### src/sv/nhmr_pkg.sv
// Shared types and constants for the egress next-hop MAC resolver.
`default_nettype none
package nhmr_pkg;

    localparam int ARP_ENTRIES_DEF    = 64;
    localparam int NUM_INTERFACES_DEF = 16;

    localparam int IFACE_ID_W = 4;
    localparam int IP_W       = 32;
    localparam int MAC_W      = 48;
    localparam int BYTE_SUM_W = 10;   // sum of four bytes, at most 1020
    localparam int ID_EXT_W   = 9;    // holds any interface count up to 256
    localparam int S_TDATA_W  = 96;
    localparam int M_TDATA_W  = 104;

    typedef enum logic [2:0] {
        V_FORWARD  = 3'd0,
        V_NO_IFACE = 3'd1,
        V_DOWN     = 3'd2,
        V_RESOLVE  = 3'd3,
        V_WRITTEN  = 3'd4
    } verdict_t;

    typedef enum logic {
        OP_SEND     = 1'b0,
        OP_IFACE_WR = 1'b1
    } opcode_t;

    typedef enum logic [2:0] {
        ST_CLEAR,
        ST_IDLE,
        ST_INDEX,
        ST_READ,
        ST_EVAL
    } state_t;

    // Input beat payload, last declared field in the lowest bits
    typedef struct packed {
        logic [6:0]            pad;
        logic                  iface_up;
        logic                  iface_present;
        logic                  arp_broadcast;
        logic                  arp_known;
        logic                  openflow_pkt;
        logic [MAC_W-1:0]      mac_value;
        logic [IP_W-1:0]       next_hop_ip;
        logic [IFACE_ID_W-1:0] if_index;
    } in_data_t;

    // Output beat payload, last declared field in the lowest bits
    typedef struct packed {
        logic [MAC_W-1:0]      dst_mac;
        logic                  set_src;
        logic [MAC_W-1:0]      src_mac;
        logic [IFACE_ID_W-1:0] out_iface;
        verdict_t              verdict;
    } out_data_t;

    typedef struct packed {
        logic             wr_en;
        logic             present;
        logic             up;
        logic [MAC_W-1:0] mac;
    } iface_wr_t;

    typedef struct packed {
        logic             exists;
        logic             is_up;
        logic [MAC_W-1:0] mac;
    } iface_info_t;

    typedef struct packed {
        logic             wr_en;
        logic [IP_W-1:0]  ip;
        logic [MAC_W-1:0] mac;
    } arp_wr_t;

    typedef struct packed {
        logic             valid;
        logic [IP_W-1:0]  ip;
        logic [MAC_W-1:0] mac;
    } arp_row_t;

endpackage
`default_nettype wire

### src/sv/nhmr_iface_table.sv
// Interface table: presence and up flags in flops, interface MACs in a RAM.
`default_nettype none
module nhmr_iface_table #(
    parameter int NUM_INTERFACES = nhmr_pkg::NUM_INTERFACES_DEF
) (
    input  wire logic                                clk,
    input  wire logic                                rst_n,
    input  wire logic [nhmr_pkg::IFACE_ID_W-1:0]     id,
    input  wire logic                                rd_en,
    input  wire nhmr_pkg::iface_wr_t                 wr,
    output nhmr_pkg::iface_info_t                    info
);
    import nhmr_pkg::*;

    localparam int IF_IDX_W = (NUM_INTERFACES > 1) ? $clog2(NUM_INTERFACES) : 1;

    logic [ID_EXT_W-1:0] id_ext;
    logic                id_ok;
    logic [IF_IDX_W-1:0] idx;

    logic [NUM_INTERFACES-1:0] exists_reg;
    logic [NUM_INTERFACES-1:0] up_reg;
    logic [MAC_W-1:0]          mac_mem [NUM_INTERFACES];
    iface_info_t               info_reg;

    assign id_ext = ID_EXT_W'(id);
    assign id_ok  = (id_ext < ID_EXT_W'(NUM_INTERFACES));
    assign idx    = id_ext[IF_IDX_W-1:0];

    always_ff @(posedge clk or negedge rst_n)
    begin
        if (!rst_n)
        begin
            exists_reg <= '0;
            up_reg     <= '0;
        end
        else if (wr.wr_en && id_ok)
        begin
            exists_reg[idx] <= wr.present;
            up_reg[idx]     <= wr.up;
        end
    end

    always_ff @(posedge clk)
    begin
        if (wr.wr_en && id_ok)
            mac_mem[idx] <= wr.mac;
    end

    // an out-of-range id reads as an absent interface
    always_ff @(posedge clk)
    begin
        if (rd_en)
        begin
            info_reg.exists <= id_ok && exists_reg[idx];
            info_reg.is_up  <= up_reg[idx];
            info_reg.mac    <= mac_mem[idx];
        end
    end

    assign info = info_reg;

endmodule
`default_nettype wire

### config.mk
export PLATFORM = sky130hd
export DESIGN_NAME = nhmr_iface_table
export DESIGN_NICKNAME = d
export VERILOG_FILES = /design/src/sv/nhmr_pkg.sv /design/src/sv/nhmr_iface_table.sv
export SDC_FILE = /design/constraint.sdc
export NUM_CORES = 1
export LEC_CHECK = 0
export BUFFER_PORTS_ARGS = -buffer_cell sky130_fd_sc_hd__buf_2
export CAP_MARGIN = 20
export CORE_UTILIZATION = 50
export CTS_CLUSTER_SIZE = 24
export DETAILED_ROUTE_END_ITERATION = 16
export PLACE_DENSITY = 0.66
export SLEW_MARGIN = 40
export SYNTH_ARGS = -nofsm -noshare
export SYNTH_HDL_FRONTEND = slang
export SYNTH_SLANG_ARGS = --single-unit
### constraint.sdc
create_clock -name clk -period 4.8 [get_ports clk]
set_clock_uncertainty 0.2 [all_clocks]
set_input_delay 0.96 -clock clk [delete_from_list [all_inputs] [get_ports clk]]
set_output_delay 0.96 -clock clk [all_outputs]
set_load 0.01 [all_outputs]
==> reports/results.txt <==
max incr delay on CP - 0.79 ns
H-tree levels - 3
top-count cell post-synth - edfxtp_1
Area after DPL - 33580 um2
number of global-route vias before repair - 15192
Post-Syn Area - 31740 um2
Clock Tree Root - clkbuf_16
WL/cell - 26.50 um
fmax - 336.8 MHz
critical path startpoint category - input pin
Final Hold Slack - 0.07066 ns
CTS tree - done
Yosys warnings - 0
CP Cell Sequence - clkbuf_8, buf_4, mux4_2, a22oi_1, nand2_1
Synthesized Nets - 1392
Port Buf Inserts - 107
RR Endpoint - info[48]
CP required - 4.97 ns
Die Area - 64500 um2
Detailed Route Iter0 Violations - 1266
Post-synth EDFFs - 818
Worst R2R Setup Slack - 3.00 ns
die width - 254.0 um
# clock sinks - 850
hold_buf cts - 0
syn avg cell area - 23.80 um2
Post-DP HPWL - 35110 um
Die Y - 254.0 um
post-synth top area share - 0.7738
post-synth cell types - 20
final setup fails - 0
Initial Util - 0.5051
fin nets - 1562
Yosys top cell by area - edfxtp_1
commonest cells in the netlist - 818 x edfxtp_1, 200 x mux4_2, 100 x a22oi_1, 52 x nand2_1
drt total wl - 64100 um
initial antenna violation count - 5
status - complete, no violations
Worst-Margin Slew - 0.8466 ns
fin util - 0.5775
reg2reg start - up_reg[10]
Most used DFF post-synth - edfxtp_1
Pwr Density - 431.5 nW/um2
CTS Buf Count - 85
Leak Pwr - 11.78 nW
Reg2Reg Depth - 3
Row Count - 92
Fill cells - 4539
sequential cell area fraction in the yosys report - 0.7990
vias per cell - 5.899
Hold Vio Cnt, Final - 0
critical path capture point type - flop
Syn-to-layout area delta - 14.33%
critical path type - input pin to flop
Design Area, Final - 36290 um2
RSZ-0062 raised after global routing - false
core region area - 62850 um2
worst skew pair latency - 0.63 ns
ranking of synthesized cells by area - edfxtp_1 77%, mux4_2 14%, dfrtp_1 2.5%
clock tree buffer depth - 3
synthesized flop and latch total - 850
# resized after CTS - 0
share of cells above drive strength 1 - 0.3338
largest net degree at the start of global routing - 80
setup bufs post-CTS - 0
IO Pins - 108
gr ovfl total - 0
Ant. Diodes - 0
Pwr Total - 15.66 mW
crit path launch - id[1]
RD Place Congestion - 0.7391
first drt pass iteration count - 5
first-pass GRT wire length - 96380 um
Slew Viols, Final - 0
Worst Path Arrival - 3.14 ns
maxcap violations - 0
clk slew on worst S/H paths - 0.06 ns
critical path peak fanout - 79
Vias - 14270
Post-Syn Instances - 1334
Async SR Flop Fraction - 0.03765
gr usage total - 0.2062
Final Critical Period - 2.969 ns
Max-slew headroom - 0.4356
fin crit share - 0.6186
DRC violations left - 0
peak supply drop - 255.5 uV
Largest register FFs - 768
Hold Path Class - input pin to async pin
CP max-delay cell - buf_4
Post-DRT Antenna Nets - 0
[per-stage QoR]
step | setup slack [ns] | setup TNS (ns) | cells
global placement | 1.141 | 0 | 2262
finish | 1.831 | 0 | 2419
global route | 1.693 | 0 | 2419
floorplan | -0.9329 | -78.06 | 1334
CTS | 1.726 | 0 | 2418
detailed placement | 1.079 | 0 | 2262
[cell families (layout without fill, tap and decap cells)]
| kind of cell | Yosys count | count (layout) | synth area share |
|---|---|---|---|
| AOI/OAI and AO/OA | 100 | 100 | 0.02365 |
| and+or+nand+nor | 79 | 79 | 0.01218 |
| DFF | 850 | 850 | 0.7990 |
| buffers and inverters | 73 | 312 | 0.01190 |
| muxes | 232 | 232 | 0.1532 |
[cell usage in the layout (no fill, tap or decap), drive strengths merged, types with 7 or more instances in the layout]
master and n:
nand2 52, clkinv 39, nor2 7, clkbuf 107
nor3 8, buf 155, dfrtp 32, mux4 200
edfxtp 818, a22oi 100, mux2 32
[layer usage]
layer,part of all wire,global-route usage,vias to the layer above,wire length [um]
met4,0.014,0.05680,10,900
met5,0.0010,0,-,64
met2,0.49,0.3290,483,31420
met1,0.42,0.2892,7637,26960
li1,-,-,6060,-
met3,0.074,0.04579,80,4759
[worst max-delay path by stage]
stage	endpoint	slack [ns]	cells after the start
after detailed placement	mac_mem[15][17]	1.08	4
after global routing	info[31]	1.69	5
after CTS	mac_mem[15][19]	1.73	4
final	info[31]	1.83	5
after global placement	mac_mem[15][19]	1.14	4
after floorplan	exists_reg[6]	-0.93	5
[final cells by class]
cell class	count	area [um2]	share of cell area
well taps	846	1059	0.02917
flip-flops and latches	850	25360	0.6989
multi-input cells	411	6128	0.1689
clock buffers	106	2270	0.06254
repair buffers	156	1057	0.02913
clock inverters	50	415.4	0.01145
[worst max-delay path, delay by kind of cell]
kind,cells,cell delay (ns)
buffers and inverters,2,1.32
multiplexers,1,0.42
AO/OA/AOI/OAI,1,0.26
AND/OR/NAND/NOR,1,0.07
[where the power goes]
part	switching (mW)	total (mW)	leakage [nW]	internal (mW)
clock	2.70	6.38	1.32	3.68
sequential	0.0744	8.46	7.83	8.38
combinational	0.462	0.821	2.63	0.359
total	3.23	15.7	11.8	12.4
Note: power is estimated with default switching activity, not from simulation.
