File: config.mk
export PLATFORM = sky130hd
export DESIGN_NAME = nhmr_index
export DESIGN_NICKNAME = d
export VERILOG_FILES = /design/src/sv/nhmr_pkg.sv /design/src/sv/nhmr_index.sv
export SDC_FILE = /design/constraint.sdc
export NUM_CORES = 1
export LEC_CHECK = 0
export BUFFER_PORTS_ARGS = -buffer_cell sky130_fd_sc_hd__buf_2
export CAP_MARGIN = 15
export CORE_MARGIN = 2
export CORE_UTILIZATION = 43
export DETAILED_ROUTE_END_ITERATION = 12
export PLACE_DENSITY = 0.81
export SYNTH_ARGS = -nofsm -noshare
export SYNTH_HDL_FRONTEND = slang
export SYNTH_SLANG_ARGS = --single-unit
File: constraint.sdc
create_clock -name clk -period 3.41 [get_ports clk]
set_input_delay 0.341 -clock clk [delete_from_list [all_inputs] [get_ports clk]]
set_output_delay 0.341 -clock clk [all_outputs]
set_load 0.01 [all_outputs]
File: src/sv/nhmr_pkg.sv
// Shared types and constants for the egress next-hop MAC resolver.
`default_nettype none
package nhmr_pkg;

    localparam int ARP_ENTRIES_DEF    = 64;
    localparam int NUM_INTERFACES_DEF = 16;

    localparam int IFACE_ID_W = 4;
    localparam int IP_W       = 32;
    localparam int MAC_W      = 48;
    localparam int BYTE_SUM_W = 10;   // sum of four bytes, at most 1020
    localparam int ID_EXT_W   = 9;    // holds any interface count up to 256
    localparam int S_TDATA_W  = 96;
    localparam int M_TDATA_W  = 104;

    typedef enum logic [2:0] {
        V_FORWARD  = 3'd0,
        V_NO_IFACE = 3'd1,
        V_DOWN     = 3'd2,
        V_RESOLVE  = 3'd3,
        V_WRITTEN  = 3'd4
    } verdict_t;

    typedef enum logic {
        OP_SEND     = 1'b0,
        OP_IFACE_WR = 1'b1
    } opcode_t;

    typedef enum logic [2:0] {
        ST_CLEAR,
        ST_IDLE,
        ST_INDEX,
        ST_READ,
        ST_EVAL
    } state_t;

    // Input beat payload, last declared field in the lowest bits
    typedef struct packed {
        logic [6:0]            pad;
        logic                  iface_up;
        logic                  iface_present;
        logic                  arp_broadcast;
        logic                  arp_known;
        logic                  openflow_pkt;
        logic [MAC_W-1:0]      mac_value;
        logic [IP_W-1:0]       next_hop_ip;
        logic [IFACE_ID_W-1:0] if_index;
    } in_data_t;

    // Output beat payload, last declared field in the lowest bits
    typedef struct packed {
        logic [MAC_W-1:0]      dst_mac;
        logic                  set_src;
        logic [MAC_W-1:0]      src_mac;
        logic [IFACE_ID_W-1:0] out_iface;
        verdict_t              verdict;
    } out_data_t;

    typedef struct packed {
        logic             wr_en;
        logic             present;
        logic             up;
        logic [MAC_W-1:0] mac;
    } iface_wr_t;

    typedef struct packed {
        logic             exists;
        logic             is_up;
        logic [MAC_W-1:0] mac;
    } iface_info_t;

    typedef struct packed {
        logic             wr_en;
        logic [IP_W-1:0]  ip;
        logic [MAC_W-1:0] mac;
    } arp_wr_t;

    typedef struct packed {
        logic             valid;
        logic [IP_W-1:0]  ip;
        logic [MAC_W-1:0] mac;
    } arp_row_t;

endpackage
`default_nettype wire

File: src/sv/nhmr_index.sv
// Cache index unit: byte sum of the next hop address modulo the entry count.
`default_nettype none
module nhmr_index #(
    parameter int ARP_ENTRIES = nhmr_pkg::ARP_ENTRIES_DEF
) (
    input  wire logic                               clk,
    input  wire logic [nhmr_pkg::IP_W-1:0]          ip,
    output logic      [$clog2(ARP_ENTRIES)-1:0]     idx
);
    import nhmr_pkg::*;

    localparam int ARP_IDX_W = $clog2(ARP_ENTRIES);
    localparam int SUM_W     = BYTE_SUM_W;
    localparam int RECIP_SH  = 20;
    localparam int PROD_W    = SUM_W + RECIP_SH;
    // floor(2^20 / N): quotient comes out exact or one low for sums below 1024
    localparam logic [RECIP_SH-1:0] RECIP = RECIP_SH'((1 << RECIP_SH) / ARP_ENTRIES);
    localparam logic [PROD_W-1:0]   N_C   = PROD_W'(ARP_ENTRIES);

    logic [SUM_W-1:0]  sum;
    logic [SUM_W-1:0]  sum_reg;
    logic [PROD_W-1:0] prod_next;
    logic [PROD_W-1:0] prod_reg;
    logic [SUM_W-1:0]  quot;
    logic [PROD_W-1:0] quot_n;
    logic [PROD_W-1:0] rem;
    logic [PROD_W-1:0] rem_fix;

    assign sum = SUM_W'(ip[31:24]) + SUM_W'(ip[23:16]) + SUM_W'(ip[15:8]) + SUM_W'(ip[7:0]);
    assign prod_next = PROD_W'(sum) * PROD_W'(RECIP);

    always_ff @(posedge clk)
    begin
        sum_reg  <= sum;
        prod_reg <= prod_next;
    end

    assign quot    = prod_reg[PROD_W-1:RECIP_SH];
    assign quot_n  = PROD_W'(quot) * N_C;
    assign rem     = PROD_W'(sum_reg) - quot_n;
    assign rem_fix = (rem >= N_C) ? (rem - N_C) : rem;
    assign idx     = rem_fix[ARP_IDX_W-1:0];

endmodule
`default_nettype wire

==> out/qor.csv <==
stage,metric,value,unit
setup_path,max_stage_delay,0.52,ns
timing,grt_setup_unrepaired,false,
clock_network,cts_hold_buf,0,
synthesis,mappedNetlistArea,568,um2
clock_network,clock_tree.buffer_depth,2,
power,irDropWorstVdd,0.000220,V
clock_network,clkTransAtPathRegs,0.04,ns
routing,wl_per_cell,8.34,um
floorplan,die_height,40.3,um
clock_network,cts_tree,built,
clock_network,clock_buffers_created_by_tritoncts,3,
synthesis,synth-seq-cells,6,
worst_hold_path,hold_class,input pin to register,
timing,finalWorstPathRequiredPeriod,2.40,ns
routing,vias_per_cell,4.40,
routing,final_antenna_net_count,0,
floorplan,chipWidth,40.3,um
outcome,outcome,completed,
timing,timing.fmax,0.417,GHz
setup_path,timing.setup.critical_path_class,input pin to register,
setup_path,cpMostUsedCell,fa_1,
global_route,grt_pass1_wl,1460,um
clock_network,cts_sinks,6,
setup_path,critical_path_arrival,2.51,ns
final_layout,area.growth.synth_to_final,33.7,%
setup_path,crit_chain,buf_2 > fa_1 > fa_1 > ha_1 > inv_1 > fa_1 > nand2b_1 > a21oi_1 > xnor2_1,
placed_design,dpl_worst_slack,0.764,ns
synthesis,netlist-cell-type-count,11,
final_layout,layout_commonest_cell,buf_2,
power,pwr_density_cell,484,nW/um2
timing,tightest_slew,0.192,ns
power,post-layout-total-power,367,uW
clock_network,cts.repair.resized,0,
timing,fin_setup_tns,0,ns
floorplan,core_region_area,1270,um2
global_route,grt.overflow.total,0,
clock_network,clk_root_buffer_cell,clkbuf_4,
floorplan,num_rows,13,
synthesis,synthesis.yosys.warnings,0,
placed_design,finalWeightedCongestion,0.634,
final_layout,drive_gt1_frac,0.375,
timing,hold_slack,0.320,ns
synthesis,avgSynthCellArea,10.3,um2
setup_path,cp-start-kind,input pin,
final_layout,layout.core_utilization,0.599,
run,drv.max_cap_violation_count,0,
timing,fin_crit_sh,0.703,
setup_path,timing.critical_path.required,3.53,ns
routing,via_count,453,
power,p_leak,0.000449,uW
final_layout,layout.cells.most_common_list,"buf_2, inv_1, fa_1, dfxtp_1",
routing,drt-pass1-iter-count,2,
clock_network,htree_levels,1,
routing,wl,859,um
global_route,grt_pass1_vias,454,
global_route,number_of_antenna_violations_at_the_first_check_in_global_routing,0,
placed_design,io_buffers,30,
timing,layout_setup_ws,1.01,ns
floorplan,fp.dieArea,1630,um2
placed_design,place_hpwl,831,um
final_layout,max_ffs_per_register,6,
timing,slew_viol_final,0,
setup_path,critPathMaxFanout,2,
global_route,grtUsageTotal,0.137,
global_route,grt_start_max_net_pins,4,
routing,drcViolationCount,0,
synthesis,syn-instance-count,55,
final_layout,nNetsFinal,138,
synthesis,yosysSeqAreaShare,0.211,
clock_network,cts_setup_buffers,0,
timing,setup_viol,0,
routing,drt_first_iter_violations,1,
setup_path,crit_path_end_kind,register,
setup_path,critPathSlowestCell,fa_1,
floorplan,initial_core_util,0.448,
timing,finalHoldViolations,0,
timing,max_transition_margin,0.871,
final_layout,antenna_cells,0,
synthesis,mappedNetlistNets,103,
floorplan,pin_count,39,
-- per-layer routing --
metal,vias up,share of wire,GRT usage
met5,-,0,0
met4,0,0,0.0500
met1,206,0.32,0.0990
met3,0,0.090,0.0500
met2,27,0.59,0.298
li1,220,-,-
-- cells in the mapped netlist, drive strengths merged --
| master | count | area, um2 |
|---|---|---|
| xor2 | 1 | 8.76 |
| a21oi | 2 | 10.0 |
| ha | 5 | 62.6 |
| inv | 21 | 78.8 |
| nor2 | 2 | 7.51 |
| fa | 10 | 200 |
| xnor3 | 1 | 22.5 |
| nand2b | 1 | 6.26 |
| a21o | 1 | 7.51 |
| dfxtp | 6 | 120 |
| xnor2 | 5 | 43.8 |
-- logic make-up (layout without fill, tap and decap cells) --
logic type	Yosys count	count (layout)	share of synthesized area
compound gates	3	3	0.0308
flops	6	6	0.211
xor+xnor	7	7	0.132
buf+inv	21	54	0.139
fa+ha+maj	15	15	0.463
simple gates	3	3	0.0242
-- area by class of cell --
cell class	count	area (um2)
inverters	21	78.8
well taps	15	18.8
clock buffers	3	22.5
fillers	114	509
flip-flops and latches	6	120
repair buffers	30	150
multi-input cells	28	369
-- through the flow --
step | instance area [um2] | std cells
finish | 759 | 103
global placement | 737 | 100
floorplan | 568 | 55
global route | 759 | 103
detailed placement | 737 | 100
CTS | 759 | 103
-- worst max-delay path, delay by kind of cell --
family / cells / cell delay [ns]
AO/OA/AOI/OAI: 1 / 0.17
AND/OR/NAND/NOR: 1 / 0.16
XOR/XNOR: 1 / 0.09
adder cells (fa/ha/maj): 4 / 1.59
buffers and inverters: 2 / 0.17
-- power by group --
| group | internal (uW) | switching, uW | leakage, uW |
|---|---|---|---|
| registers | 104 | 6.40 | 0.0000506 |
| logic | 102 | 94.0 | 0.000385 |
| clock network | 39.5 | 21.7 | 0.0000138 |
| total | 245 | 122 | 0.000449 |
-- worst paths after layout --
check | from | depth (start not counted) | end | slack, ns
worst max-delay path | ip[1] | 9 | prod_reg[19] | 1.01
worst min-delay path | ip[24] | 2 | prod_reg[14] | 0.32
(Power assumes the default switching activity.)
